<file path="config.mk">
export PLATFORM = sky130hd
export DESIGN_NAME = ipv4_five_tuple_extractor
export DESIGN_NICKNAME = d
export VERILOG_FILES = /design/src/rtl/ipv4fte_pkg.sv /design/src/rtl/ipv4fte_front.sv /design/src/rtl/ipv4fte_queue.sv /design/src/rtl/ipv4fte_back.sv /design/src/rtl/ipv4_five_tuple_extractor.sv
export SDC_FILE = /design/constraint.sdc
export NUM_CORES = 1
export LEC_CHECK = 0
export ABC_AREA = 0
export BUFFER_PORTS_ARGS = -buffer_cell sky130_fd_sc_hd__clkbuf_2
export CAP_MARGIN = 20
export CORE_UTILIZATION = 63
export CTS_BUF_LIST = sky130_fd_sc_hd__clkbuf_4 sky130_fd_sc_hd__clkbuf_8
export DETAILED_ROUTE_END_ITERATION = 10
export PLACE_DENSITY = 0.88
export SLEW_MARGIN = 5
export SYNTH_ARGS = -nofsm -noshare
export SYNTH_HDL_FRONTEND = slang
export SYNTH_SLANG_ARGS = --single-unit
export TNS_END_PERCENT = 100
</file>
<file path="constraint.sdc">
create_clock -name clk_i -period 7.3 [get_ports clk_i]
set_input_delay 0 -clock clk_i [delete_from_list [all_inputs] [get_ports clk_i]]
set_output_delay 0 -clock clk_i [all_outputs]
set_load 0.01 [all_outputs]
</file>
<file path="src/rtl/ipv4fte_pkg.sv">
// shared types and constants of the ipv4 five-tuple extractor
package ipv4fte_pkg;

  // header field values
  localparam logic [15:0] EthPIp     = 16'h0800;
  localparam logic [7:0]  IpprotoTcp = 8'd6;
  localparam logic [7:0]  IpprotoUdp = 8'd17;

  // byte offset counter
  localparam int unsigned CountW = 6;
  localparam logic [CountW-1:0] CountMax = '1;

  // header byte offsets
  localparam logic [CountW-1:0] OffEtypeHi = 6'd12;
  localparam logic [CountW-1:0] OffEtypeLo = 6'd13;
  localparam logic [CountW-1:0] OffProto   = 6'd23;
  localparam logic [CountW-1:0] OffSrcIp   = 6'd26;
  localparam logic [CountW-1:0] OffSrcIpE  = 6'd29;
  localparam logic [CountW-1:0] OffDstIp   = 6'd30;
  localparam logic [CountW-1:0] OffDstIpE  = 6'd33;
  localparam logic [CountW-1:0] OffSport   = 6'd34;
  localparam logic [CountW-1:0] OffSportE  = 6'd35;
  localparam logic [CountW-1:0] OffDport   = 6'd36;
  localparam logic [CountW-1:0] OffDportE  = 6'd37;
  localparam logic [CountW-1:0] OffFlags   = 6'd47;

  // last-byte offsets below which a header is truncated (length minus one)
  localparam logic [CountW-1:0] MinEthPos = 6'd13;
  localparam logic [CountW-1:0] MinIpPos  = 6'd33;
  localparam logic [CountW-1:0] MinUdpPos = 6'd41;
  localparam logic [CountW-1:0] MinTcpPos = 6'd53;

  // queue between front and back
  localparam int unsigned QDepth = 2;
  localparam int unsigned QAw    = $clog2(QDepth);
  localparam int unsigned QCntW  = $clog2(QDepth + 1);

  // one finished verdict word
  typedef struct packed {
    logic        verdict;
    logic        event_valid;
    logic [31:0] src_ip;
    logic [31:0] dst_ip;
    logic [15:0] src_l4;
    logic [15:0] dst_l4;
    logic [7:0]  protocol;
    logic        flow_direction;
    logic [7:0]  tcp_ctrl;
  } result_t;

endpackage

</file>
<file path="src/rtl/ipv4fte_front.sv">
// front end: byte offset counter, header capture and frame classification
module ipv4fte_front (
  input  logic                   clk_i,
  input  logic                   rst_ni,
  input  logic                   accept_i,
  input  logic [7:0]             data_byte_i,
  input  logic                   last_byte_i,
  input  logic                   direction_i,
  output logic                   push_o,
  output ipv4fte_pkg::result_t   rec_o
);

  logic [ipv4fte_pkg::CountW-1:0] count_q, count_d;
  logic [15:0] etype_q, etype_d;
  logic [7:0]  proto_q, proto_d;
  logic [31:0] src_q, src_d;
  logic [31:0] dst_q, dst_d;
  logic [15:0] sport_q, sport_d;
  logic [15:0] dport_q, dport_d;
  logic [7:0]  flags_q, flags_d;
  logic        dir_q, dir_d;
  logic [ipv4fte_pkg::CountW-1:0] pos;

  assign pos = count_q;

  // capture header bytes by offset
  always_comb begin
    etype_d = etype_q;
    proto_d = proto_q;
    src_d   = src_q;
    dst_d   = dst_q;
    sport_d = sport_q;
    dport_d = dport_q;
    flags_d = flags_q;
    dir_d   = dir_q;
    if (accept_i) begin
      if (pos == '0) begin
        dir_d = direction_i;
      end
      if (pos == ipv4fte_pkg::OffEtypeHi || pos == ipv4fte_pkg::OffEtypeLo) begin
        etype_d = {etype_q[7:0], data_byte_i};
      end else if (pos == ipv4fte_pkg::OffProto) begin
        proto_d = data_byte_i;
      end else if (pos >= ipv4fte_pkg::OffSrcIp && pos <= ipv4fte_pkg::OffSrcIpE) begin
        src_d = {src_q[23:0], data_byte_i};
      end else if (pos >= ipv4fte_pkg::OffDstIp && pos <= ipv4fte_pkg::OffDstIpE) begin
        dst_d = {dst_q[23:0], data_byte_i};
      end else if (pos == ipv4fte_pkg::OffSport || pos == ipv4fte_pkg::OffSportE) begin
        sport_d = {sport_q[7:0], data_byte_i};
      end else if (pos == ipv4fte_pkg::OffDport || pos == ipv4fte_pkg::OffDportE) begin
        dport_d = {dport_q[7:0], data_byte_i};
      end else if (pos == ipv4fte_pkg::OffFlags) begin
        flags_d = data_byte_i;
      end
    end
  end

  // saturating offset counter, cleared after the last byte
  always_comb begin
    count_d = count_q;
    if (accept_i) begin
      if (last_byte_i) begin
        count_d = '0;
      end else if (count_q != ipv4fte_pkg::CountMax) begin
        count_d = count_q + 1'b1;
      end
    end
  end

  always_ff @(posedge clk_i or negedge rst_ni) begin
    if (!rst_ni) begin
      count_q <= '0;
    end else begin
      count_q <= count_d;
    end
  end

  always_ff @(posedge clk_i or negedge rst_ni) begin
    if (!rst_ni) begin
      etype_q <= '0;
      proto_q <= '0;
      src_q   <= '0;
      dst_q   <= '0;
      sport_q <= '0;
      dport_q <= '0;
      flags_q <= '0;
      dir_q   <= 1'b0;
    end else begin
      etype_q <= etype_d;
      proto_q <= proto_d;
      src_q   <= src_d;
      dst_q   <= dst_d;
      sport_q <= sport_d;
      dport_q <= dport_d;
      flags_q <= flags_d;
      dir_q   <= dir_d;
    end
  end

  // verdict on the last byte, from the values including that byte
  always_comb begin
    rec_o = '0;
    if (pos < ipv4fte_pkg::MinEthPos) begin
      rec_o.verdict = 1'b1;
    end else if (etype_d != ipv4fte_pkg::EthPIp) begin
      rec_o.verdict = 1'b0;
    end else if (pos < ipv4fte_pkg::MinIpPos) begin
      rec_o.verdict = 1'b1;
    end else if (proto_d == ipv4fte_pkg::IpprotoTcp && pos < ipv4fte_pkg::MinTcpPos) begin
      rec_o.verdict = 1'b1;
    end else if (proto_d == ipv4fte_pkg::IpprotoUdp && pos < ipv4fte_pkg::MinUdpPos) begin
      rec_o.verdict = 1'b1;
    end else begin
      rec_o.event_valid    = 1'b1;
      rec_o.src_ip         = src_d;
      rec_o.dst_ip         = dst_d;
      rec_o.protocol       = proto_d;
      rec_o.flow_direction = dir_d;
      if (proto_d == ipv4fte_pkg::IpprotoTcp || proto_d == ipv4fte_pkg::IpprotoUdp) begin
        rec_o.src_l4 = sport_d;
        rec_o.dst_l4 = dport_d;
      end
      if (proto_d == ipv4fte_pkg::IpprotoTcp) begin
        rec_o.tcp_ctrl = flags_d;
      end
    end
  end

  assign push_o = accept_i && last_byte_i;

`ifndef NO_ASSERTIONS
  // a middle byte advances the offset unless it is saturated
  assert property (@(posedge clk_i) disable iff (!rst_ni)
    accept_i && !last_byte_i && count_q != ipv4fte_pkg::CountMax
    |=> count_q == $past(count_q) + 1'b1)
    else $error("offset counter did not advance");

  // a last byte starts the next frame at offset zero
  assert property (@(posedge clk_i) disable iff (!rst_ni)
    accept_i && last_byte_i |=> count_q == '0)
    else $error("offset counter not cleared after last byte");
`endif

endmodule

</file>
<file path="src/rtl/ipv4fte_queue.sv">
// short result queue between the front end and the output stage
module ipv4fte_queue (
  input  logic                 clk_i,
  input  logic                 rst_ni,
  input  logic                 push_i,
  input  ipv4fte_pkg::result_t push_data_i,
  output logic                 full_o,
  input  logic                 pop_i,
  output logic                 nonempty_o,
  output ipv4fte_pkg::result_t head_o
);

  ipv4fte_pkg::result_t mem_q [ipv4fte_pkg::QDepth];
  logic [ipv4fte_pkg::QAw-1:0]   wr_q, wr_d;
  logic [ipv4fte_pkg::QAw-1:0]   rd_q, rd_d;
  logic [ipv4fte_pkg::QCntW-1:0] cnt_q, cnt_d;

  assign full_o     = (cnt_q == ipv4fte_pkg::QCntW'(ipv4fte_pkg::QDepth));
  assign nonempty_o = (cnt_q != '0);
  assign head_o     = mem_q[rd_q];

  // pointer and fill count update
  always_comb begin
    wr_d  = wr_q;
    rd_d  = rd_q;
    cnt_d = cnt_q;
    if (push_i) begin
      wr_d = (wr_q == ipv4fte_pkg::QAw'(ipv4fte_pkg::QDepth - 1)) ? '0 : wr_q + 1'b1;
    end
    if (pop_i) begin
      rd_d = (rd_q == ipv4fte_pkg::QAw'(ipv4fte_pkg::QDepth - 1)) ? '0 : rd_q + 1'b1;
    end
    if (push_i && !pop_i) begin
      cnt_d = cnt_q + 1'b1;
    end else if (pop_i && !push_i) begin
      cnt_d = cnt_q - 1'b1;
    end
  end

  always_ff @(posedge clk_i or negedge rst_ni) begin
    if (!rst_ni) begin
      wr_q  <= '0;
      rd_q  <= '0;
      cnt_q <= '0;
    end else begin
      wr_q  <= wr_d;
      rd_q  <= rd_d;
      cnt_q <= cnt_d;
    end
  end

  // storage write
  always_ff @(posedge clk_i) begin
    if (push_i) begin
      mem_q[wr_q] <= push_data_i;
    end
  end

`ifndef NO_ASSERTIONS
  // never written while full
  assert property (@(posedge clk_i) disable iff (!rst_ni) !(push_i && full_o))
    else $error("queue overflow");

  // never read while empty
  assert property (@(posedge clk_i) disable iff (!rst_ni) !(pop_i && !nonempty_o))
    else $error("queue underflow");
`endif

endmodule

</file>
<file path="src/rtl/ipv4fte_back.sv">
// back end: output register that drains the queue toward the consumer
module ipv4fte_back (
  input  logic                 clk_i,
  input  logic                 rst_ni,
  input  logic                 q_nonempty_i,
  input  ipv4fte_pkg::result_t q_head_i,
  output logic                 q_pop_o,
  output logic                 out_valid_o,
  input  logic                 out_ready_i,
  output ipv4fte_pkg::result_t out_rec_o
);

  logic                 vld_q, vld_d;
  ipv4fte_pkg::result_t rec_q;

  // load a new word when the register is free or being taken
  assign q_pop_o = q_nonempty_i && (!vld_q || out_ready_i);

  always_comb begin
    vld_d = vld_q;
    if (q_pop_o) begin
      vld_d = 1'b1;
    end else if (out_ready_i) begin
      vld_d = 1'b0;
    end
  end

  always_ff @(posedge clk_i or negedge rst_ni) begin
    if (!rst_ni) begin
      vld_q <= 1'b0;
    end else begin
      vld_q <= vld_d;
    end
  end

  always_ff @(posedge clk_i) begin
    if (q_pop_o) begin
      rec_q <= q_head_i;
    end
  end

  assign out_valid_o = vld_q;
  assign out_rec_o   = rec_q;

`ifndef NO_ASSERTIONS
  // a reported flow event always passes the frame
  assert property (@(posedge clk_i) disable iff (!rst_ni)
    vld_q && rec_q.event_valid |-> !rec_q.verdict)
    else $error("event on a dropped frame");
`endif

endmodule

</file>
<file path="src/rtl/ipv4_five_tuple_extractor.sv">
// top level of the ethernet/ipv4 five-tuple extractor
// Takes one frame byte per cycle on the input channel while input ready is high, and gives
// one verdict word per frame, which passes through the queue and the output register. Each
// byte is only an offset compare and a capture in the front end. Verdict words wait in a
// two-entry queue and an output register, so the input keeps taking bytes while a word
// waits to be taken; input ready falls only when the queue is full. The IPv4 header
// is taken as 20 bytes (IHL is not checked) and the byte offset saturates at 63.
module ipv4_five_tuple_extractor (
  input  logic        clk_i,
  input  logic        rst_ni,
  input  logic        in_valid_i,
  output logic        in_ready_o,
  input  logic [7:0]  data_byte_i,
  input  logic        last_byte_i,
  input  logic        direction_i,
  output logic        out_valid_o,
  input  logic        out_ready_i,
  output logic        verdict_o,
  output logic        event_valid_o,
  output logic [31:0] src_ip_o,
  output logic [31:0] dst_ip_o,
  output logic [15:0] src_l4_o,
  output logic [15:0] dst_l4_o,
  output logic [7:0]  protocol_o,
  output logic        flow_direction_o,
  output logic [7:0]  tcp_ctrl_o
);

  logic                 accept;
  logic                 push;
  logic                 full;
  logic                 pop;
  logic                 nonempty;
  ipv4fte_pkg::result_t front_rec;
  ipv4fte_pkg::result_t head_rec;
  ipv4fte_pkg::result_t out_rec;

  assign in_ready_o = !full;
  assign accept     = in_valid_i && in_ready_o;

  // byte classification
  ipv4fte_front u_front (
    .clk_i       (clk_i),
    .rst_ni      (rst_ni),
    .accept_i    (accept),
    .data_byte_i (data_byte_i),
    .last_byte_i (last_byte_i),
    .direction_i (direction_i),
    .push_o      (push),
    .rec_o       (front_rec)
  );

  // verdict word queue
  ipv4fte_queue u_queue (
    .clk_i       (clk_i),
    .rst_ni      (rst_ni),
    .push_i      (push),
    .push_data_i (front_rec),
    .full_o      (full),
    .pop_i       (pop),
    .nonempty_o  (nonempty),
    .head_o      (head_rec)
  );

  // output stage
  ipv4fte_back u_back (
    .clk_i        (clk_i),
    .rst_ni       (rst_ni),
    .q_nonempty_i (nonempty),
    .q_head_i     (head_rec),
    .q_pop_o      (pop),
    .out_valid_o  (out_valid_o),
    .out_ready_i  (out_ready_i),
    .out_rec_o    (out_rec)
  );

  assign verdict_o        = out_rec.verdict;
  assign event_valid_o    = out_rec.event_valid;
  assign src_ip_o         = out_rec.src_ip;
  assign dst_ip_o         = out_rec.dst_ip;
  assign src_l4_o         = out_rec.src_l4;
  assign dst_l4_o         = out_rec.dst_l4;
  assign protocol_o       = out_rec.protocol;
  assign flow_direction_o = out_rec.flow_direction;
  assign tcp_ctrl_o       = out_rec.tcp_ctrl;

endmodule
</file>
==> impl_metrics.ini, run 1 <==
[status]
status = finished clean

[sta]
fmax_ghz = 0.2796
tightest_slew_ns = 1.112
slew_viol_final = 0
relSlewSlack_pct = 25.86
setup_viol = 0
min_period_over_period_pct = 48.99
hold_viol_final = 0
period_needed_ns = 3.576
grt_setup_unrepaired = false
setup-tns-final_ns = 0
finClkSkew_ns = 0.02647
worst_slack_ns = 3.724
hold_slack_ns = 0.03307

[run]
cap_viol_max_count = 0

[route]
firstDrtPassIters = 5
vias = 10010
drc = 0
dr.first_iter.drc_count = 915
drt_wl_total_mm = 37.11
wire_per_inst_um = 22.16
viasPerCell = 5.976
ant_nets = 0

[clock_network]
ctsResizeCount = 0
clockRootBuffer = clkbuf_8
clk_transition_reported_paths_ns = 0.07
numCtsBuffers = 73
cts_tree = yes
cts_sinks = 485
clock_latency_ns = 0.60
cts_buffer_depth = 3
htree_num_levels = 3

[placed_design]
dpl.cell_count = 1528
gp_congestion = 0.8996
hpwl_mm = 20.81
numPortBuffers = 130
place_ws_ns = 3.827

[power_and_ir_drop]
powerDensity_mw_per_mm2 = 330.6
vdd_drop_max_v = 0.0002092
leakage_nw = 8.481

[global_route]
grt_max_degree = 86
grt-ovfl-total = 0
gr-usage-all-layers_pct = 24.34
grt_pass1_wl_mm = 57.92
grt_pass1_vias = 10390
antenna_found_initial = 1

[worst_setup_path]
startpoint_type = flip-flop
cp-end-kind = flip-flop
path_class = reg -> reg
crit_required_ns = 7.60
cp.arrival_ns = 3.88
crit_path_max_fanout = 32

[synthesis]
synth_top_family_by_area = multiplexers
syn_avg_cell_area_um2 = 18.14
synth_mux_area_share_pct = 14.15
synth-main-ff-cell = edfxtp_1
synth_area_mm2 = 0.01938
synth_top_area_share_pct = 53.46
synth_seq_area_share_pct = 71.54
synth_nets = 1087
synth_top_cell_by_area = edfxtp_1
yosysWarnings = 0
ys_types = 65
syn_inst = 1068
async_flop_share_pct = 28.87
synth-simple-area-share_pct = 9.963
synth_commonest_cells = 345 x edfxtp_1, 213 x mux2_2, 140 x dfrtp_1
ys_ff_latch = 485
synth_compound_area_share_pct = 0.9362
synth_area_leaders = edfxtp_1 53%, dfrtp_1 18%, mux2_2 12%, nor4b_2 5.7%, mux2i_1 1.6%
synth_adder_area_share_pct = 0.3228
yosysMostFrequentCell = edfxtp_1
synth_xor_xnor_area_share_pct = 0.3164
synth_edf_count = 345

[layout]
n_fill_cell = 1752
fin_util_pct = 73.17
finalNonFillerCells = 1675
area_growth_pct = 13.10
drive_gt1_share_pct = 44.98
antenna_cells = 0
final_nets = 1243

[floorplan]
die-area_mm2 = 0.03147
die_y_um = 177.4
placementRows = 63
io_pins = 131
die_w_um = 177.4
fp.coreArea_mm2 = 0.02995
start_util_pct = 64.70

[worst_hold_path]
hold_class = in -> reg
logic make-up (layout without fill, tap and decap cells):
family                   after synthesis  count (layout)
flip-flops                           485             485
multiplexers                         246             246
AND/OR/NAND/NOR                      189             189
buffers and inverters                111             328
AO/OA/AOI/OAI                         25              25
XOR/XNOR                               7               7
adder cells (fa/ha/maj)                5               5
final timing paths:
kind,start,end,slack (ns),cells past startpoint
setup / recovery,u_front.count_q[0],u_queue.mem_q[1][46],3.72,7
hold reg to reg,u_front.dst_q[26],u_front.dst_q[26],0.49,1
hold / removal,in_valid_i,u_front.count_q[4],0.03,3
min in group asynchronous,rst_ni,u_front.sport_q[11],0.06,2
max in group asynchronous,rst_ni,u_queue.rd_q,5.88,3
setup reg to reg,u_front.count_q[0],u_queue.mem_q[1][46],3.72,7
through the flow:
step	cell area [um^2]	power, mW
final	21920	7.245
after global routing	21920	7.560
after CTS	21890	7.304
after detailed placement	20300	5.079
after global placement	20270	5.048
after floorplan	19380	4.589
per-layer routing:
metal	up-vias	part of all wire, %	track usage (%)
li1	4423	-	-
met1	5192	43	33.34
met2	327	50	39.31
met3	68	5.6	5.056
met4	0	2.1	8.048
met5	-	0	0
power breakdown:
group	internal [mW]	switching, mW	total [mW]
logic	0.541	0.756	1.30
clock network	1.21	1.00	2.21
registers	3.54	0.191	3.73
total	5.29	1.95	7.25
placed cells by master (no fill, tap or decap), drive strengths merged, types with 2 or more instances in the layout:
master and instances:
nand4 5, edfxtp 345, nand3 6, nand2b 12, clkbuf 243, buf 16, xnor2 4, inv 39
and2 3, a21oi 5, mux2 214, dlygate4sd3 10, nand2 7, nor2b 2, nor3 5, a22oi 2
dfrtp 140, clkinv 15, a21o 2, nor4bb 2, and3 3, or4 2, nand4b 3, nor2 9
nor4 44, mux2i 32, xor2 3, and4bb 2, or4bb 2, nor4b 76, ha 5, clkinvlp 5
o21ai 7
registers in the layout, indices dropped and copies added (netlist names), 2 cells and up:
register and flops:
u_front.etype_q 16, u_back.out_rec_o 115, u_front.count_q 6, u_front.dst_q 32
u_front.sport_q 16, u_queue.mem_q 230, u_front.proto_q 8, u_queue.cnt_q 2
u_front.src_q 32, u_front.dport_q 16, u_front.flags_q 8
layout make-up:
class / instances / area, um^2 / share of cell area (%)
timing repair buffer: 155 / 909.6 / 4.150
clock buffer: 114 / 1381 / 6.302
inverter: 37 / 141.4 / 0.6451
multi-input combinational: 472 / 5017 / 22.89
sequential: 485 / 13870 / 63.27
clock inverter: 22 / 112.6 / 0.5138
tap: 390 / 488.0 / 2.226
critical path, cell delays in order, from the launching register on:
cell and delay, ns:
dfrtp_1 0.45, inv_1 0.10, ha_1 0.27, or2_4 0.30, nand4_4 0.28, mux2i_4 0.35, nand4b_2 0.80, nor4_1 0.72
timing repair:
action,in CTS,in global routing
hold buffers,10,0
buffers inserted,0,0
endpoints found under the hold margin,108,0
(Power assumes the default switching activity.)
==> inputs of run 2 (changes only) <==
==> constraint.sdc (replaced) <==
create_clock -name clk_i -period 3.55 [get_ports clk_i]
set_input_delay 0 -clock clk_i [delete_from_list [all_inputs] [get_ports clk_i]]
set_output_delay 0 -clock clk_i [all_outputs]
set_load 0.01 [all_outputs]
==> run 2 against run 1 <==
  * Sequential power grew 100%
  * Via count grew 0.38%
  * Flip-flop and latch count is the same
  * Worst setup slack lost 3.2 ns
  * Sequential share of layout area shrank 0.43 points
==> impl_metrics.ini, run 2 (same netlist as run 1, synthesis figures left out) <==
[worst_setup_path]
reg2reg_to = u_queue.mem_q[0][5]
cp-end-kind = flip-flop
startpoint_type = flip-flop
crit_chain = inv_1, ha_1, or2_4, nand4_4, mux2i_4, nand2_4, buf_12, nor4_1
reg2reg_depth = 8
reg2reg_slack_ns = 0.52
crit_start = u_front.count_q[1]
cp.arrival_ns = 3.38
cp.buffers_inverters = 2
timing.rr.start = u_front.count_q[1]
path_class = reg -> reg
crit_path_max_fanout = 42
crit_slowest_cell = dfrtp_1
crit_required_ns = 3.91
critPathMaxStageDelay_ns = 0.46
critPathTopFamily = simple AND/OR/NAND/NOR gates

[power_and_ir_drop]
powerDensity_mw_per_mm2 = 678.2
vdd_drop_max_v = 0.0004125
leakage_nw = 8.556
power.total_mw = 14.97

[placed_design]
place_ws_ns = 0.4409
numPortBuffers = 130
gp_congestion = 0.8289
hpwl_mm = 21.14

[global_route]
gr-usage-all-layers_pct = 24.28
antenna_found_initial = 0
grt_max_degree = 90
grt-ovfl-total = 0
grt_pass1_vias = 10540
grt_pass1_wl_mm = 58.02

[route]
wl_met3_mm = 2.194
ant_nets = 0
drt_wl_total_mm = 37.03
highest_layer = met4
dr.first_iter.drc_count = 872
firstDrtPassIters = 5
viasPerCell = 5.960
drc = 0
drt-met1-wl_mm = 16.14
wire_per_inst_um = 21.96
vias = 10050
wl_met2_mm = 17.92

[sta]
period_needed_ns = 3.027
grt_setup_unrepaired = false
fmax_ghz = 0.3303
min_period_over_period_pct = 85.28
worst_slack_ns = 0.5226
setup_viol = 0
relSlewSlack_pct = 29.66
slew_viol_final = 0
setup-tns-final_ns = 0
finClkSkew_ns = 0.03921
hold_slack_ns = 0.05567
tightest_slew_ns = 1.055
hold_viol_final = 0

[layout]
largest_register_ffs = 230
final_common_cell = edfxtp_1
area_growth_pct = 13.88
final_nets = 1255
final_cell_mix = 345 x edfxtp_1, 213 x mux2_2, 139 x dfrtp_1
antenna_cells = 0
drive_gt1_share_pct = 44.98
fin_util_pct = 73.67
regMostFlops = u_queue.mem_q

[clock_network]
htree_num_levels = 3
cts_tree = yes
post_cts.repair.setup_buffers = 0
cts_sinks = 485
clock_latency_ns = 0.60
cts_buffer_depth = 3
numCtsBuffers = 74
clk_transition_reported_paths_ns = 0.07
clockRootBuffer = clkbuf_8

[floorplan]
io_pins = 131
fp.coreArea_mm2 = 0.02995
die_w_um = 177.4
start_util_pct = 64.70
die_y_um = 177.4
placementRows = 63
die-area_mm2 = 0.03147

[worst_hold_path]
hold_path.startpoint = data_byte_i[5]
hold_class = in -> reg
holdPathStages = 2
hold_end = u_front.etype_q[5]

[run]
cap_viol_max_count = 0

[status]
status = finished clean
==> run 2: cell count changes in the layout (fill, tap and decap cells not counted) <==
cell           before  now
clkinv_2            1    2
clkinvlp_4          5    2
clkbuf_4           30   26
buf_16              2    0
clkinv_1           14   17
buf_4              13   15
buf_12              0    8
dlygate4sd3_1      10   13
clkbuf_8           84   86
inv_6               2    3
==> run 2: routing by layer <==
metal  up-vias  global-route usage, %
met1      5151                  34.70
met3        65                  4.370
met2       365                  38.02
met5         -                      0
li1       4467                      -
met4         0                  8.298
==> run 2: per-stage QoR <==
stage,instance area (um^2),cells
6_report,22070,1686
5_1_grt,22070,1686
4_1_cts,22070,1686
3_5_place_dp,20440,1537
3_3_place_gp,20440,1537
2_1_floorplan,19390,1068
==> run 2: worst reg2reg max path, stage by stage (launching register included) <==
cell and delay (ns):
dfrtp_1 0.46, inv_1 0.10, ha_1 0.25, or2_4 0.30, nand4_4 0.27, mux2i_4 0.34
nand2_4 0.32, buf_12 0.32, nor4_1 0.48
==> run 2: where the power goes <==
group	switching, mW	total [mW]	internal [mW]	leakage (nW)
Clock	2.09	4.57	2.49	0.786
Sequential	0.318	7.60	7.29	5.27
Combinational	1.64	2.79	1.15	2.50
==> run 2: repair_timing <==
action | in CTS | in global routing
endpoints found under the hold margin | 123 | 0
resized for setup | 0 | 0
hold buffers | 13 | 0
==> run 2: how the worst max path moves through the flow <==
| stage | end | slack (ns) | depth (start not counted) |
|---|---|---|---|
| after detailed placement | u_queue.mem_q[1][5] | 0.44 | 8 |
| after global placement | u_queue.mem_q[0][8] | 0.69 | 8 |
| final | u_queue.mem_q[0][5] | 0.52 | 8 |
| after global routing | u_queue.mem_q[0][5] | 0.35 | 8 |
| after CTS | u_queue.mem_q[0][5] | 0.48 | 8 |
| after floorplan | u_back.out_rec_o[0] | 0.19 | 3 |
==> run 2: area by class of cell <==
cell class	instances	area, um^2
Clock inverter	24	115.1
Multi-Input combinational cell	472	5017
Inverter	37	141.4
Clock buffer	112	1379
Timing Repair Buffer	166	1060
Sequential cell	485	13870
Fill cell	1723	7886
Tap cell	390	488.0
==> inputs of run 3 (changes only) <==
==> constraint.sdc (replaced) <==
create_clock -name clk_i -period 3.55 [get_ports clk_i]
set_input_delay 0 -clock clk_i [delete_from_list [all_inputs] [get_ports clk_i]]
set_output_delay 0 -clock clk_i [all_outputs]
set_load 0.1 [all_outputs]
==> run 3 against run 2 <==
  * Flip-flop and latch count stayed put
  * Cell count is 0.12% higher
  * Critical path type unchanged
  * Count of clock-buffer cells in the layout is 4 lower
  * Worst setup slack worse by 0.030 ns
  * Clock power is 3% higher
  * Non-clock buffer count is 1 higher
==> impl_metrics.ini, run 3 (same netlist as run 1, synthesis figures left out) <==
[status]
status = finished clean

[route]
dr.first_iter.drc_count = 814
vias = 10040
firstDrtPassIters = 5
drt_wl_total_mm = 37.25
viasPerCell = 5.945
drc = 0
ant_nets = 0
wire_per_inst_um = 22.07

[layout]
regMostFlops = u_queue.mem_q
area_growth_pct = 14.26
drive_gt1_share_pct = 45.26
fin_util_pct = 73.92
largest_register_ffs = 230
final_common_cell = edfxtp_1
final_cell_mix = 345 x edfxtp_1, 213 x mux2_2, 138 x dfrtp_1
final_nets = 1255
finalNonFillerCells = 1688

[clock_network]
clock_latency_ns = 0.60
clockRootBuffer = clkbuf_8
clk_transition_reported_paths_ns = 0.07
holdBufCountCts = 13
cts_buffer_depth = 3
ctsResizeCount = 0
post_cts.repair.setup_buffers = 0
htree_num_levels = 3
cts_sinks = 485
cts_tree = yes
numCtsBuffers = 73

[sta]
grt_setup_unrepaired = false
hold_viol_final = 0
relSlewSlack_pct = 35.61
setup-tns-final_ns = 0
tightest_slew_ns = 0.9659
period_needed_ns = 3.058
min_period_over_period_pct = 86.14
finClkSkew_ns = 0.03662
fmax_ghz = 0.3270
slew_viol_final = 0
setup_viol = 0

[floorplan]
die_y_um = 177.4
fp.coreArea_mm2 = 0.02995
die_w_um = 177.4
start_util_pct = 64.70
placementRows = 63
die-area_mm2 = 0.03147
io_pins = 131

[global_route]
gr-usage-all-layers_pct = 24.38
grt_pass1_wl_mm = 57.79
grt_pass1_vias = 10310
grt-ovfl-total = 0
antenna_found_initial = 1
grt_max_degree = 113

[worst_setup_path]
path_class = reg -> reg
cp.arrival_ns = 3.41
timing.rr.start = u_front.count_q[0]
reg2reg_slack_ns = 0.49
startpoint_type = flip-flop
reg2reg_to = u_queue.mem_q[0][9]
crit_path_max_fanout = 40
reg2reg_depth = 8
cp-end-kind = flip-flop
crit_required_ns = 3.90

[placed_design]
gp_congestion = 0.8326
hpwl_mm = 21.27
dpl.cell_count = 1536
numPortBuffers = 130

[power_and_ir_drop]
seqPwrFrac_pct = 40.9
power_frac_comb_pct = 34.0
powerDensity_mw_per_mm2 = 848.4
leakage_nw = 8.600
intPower_mw = 11.05
clkPwrFrac_pct = 25.1
sw_frac_of_total_pct = 41.20
p_sw_mw = 7.739
power.total_mw = 18.79
vdd_drop_max_v = 0.0007207

[worst_hold_path]
hold_end = u_front.count_q[5]
hold_path.startpoint = in_valid_i
hold_class = in -> reg
holdPathStages = 3

[run]
cap_viol_max_count = 0
==> run 3: cell count changes in the layout (fill, tap and decap cells not counted), sizes merged <==
cell and change:
bufinv +3, clkbuf -4, clkinv +2, clkinvlp -1
diode +1, dlygate4sd3 +1
==> run 3: stage by stage <==
stage	cell area, um^2	hold slack, ns	worst slack, ns
after CTS	22100	0.003032	0.5243
after global placement	20430	0.2059	0.7286
after global routing	22140	0.06529	0.2322
final	22140	0.04221	0.4922
after detailed placement	20430	0.2206	0.5461
after floorplan	19390	-0.2956	0.1069
==> run 3: worst max path at each step <==
stage                  startpoint                   to  slack, ns  cells after the start
6_report       u_front.count_q[0]  u_queue.mem_q[0][9]       0.49                      8
5_1_grt        u_front.count_q[1]  u_queue.mem_q[0][9]       0.23                      8
4_1_cts        u_front.count_q[0]  u_queue.mem_q[0][9]       0.52                      8
3_5_place_dp   u_front.count_q[0]  u_queue.mem_q[1][9]       0.55                      8
3_3_place_gp   u_front.count_q[0]  u_queue.mem_q[0][9]       0.73                      8
2_1_floorplan    u_queue.cnt_q[0]  u_queue.mem_q[0][0]       0.11                      5
==> run 3: layer usage <==
layer	GRT usage, %	vias up	part of all wire, %
met4	8.654	0	2.3
li1	-	4455	-
met1	34.24	5168	44
met2	38.53	348	48
met3	4.627	64	5.8
met5	0	-	0
==> run 3: final cells by class <==
cell class	instances	area, um^2
Clock inverter	28	215.2
Inverter	37	142.6
Clock buffer	108	1330
Antenna cell	1	2.502
Sequential cell	485	13870
Multi-Input combinational cell	472	5017
Tap cell	390	488.0
Timing Repair Buffer	167	1077
Fill cell	1695	7812
==> run 3: power groups by stage <==
stage,clock (mW),sequential [mW],combinational [mW]
after floorplan,0,11.6,1.47
after global placement,0,7.76,6.34
after detailed placement,0,7.79,6.38
after CTS,4.80,7.70,6.43
after global routing,5.04,7.78,6.59
final,4.71,7.68,6.39
==> run 3: worst max-delay path, cell delays in order (launching register included) <==
cell and delay [ns]:
dfrtp_1 0.43, inv_1 0.09, ha_1 0.27, or2_4 0.30, nand4_4 0.27, mux2i_4 0.34, nand2_4 0.30, buf_12 0.34
nor4b_1 0.45
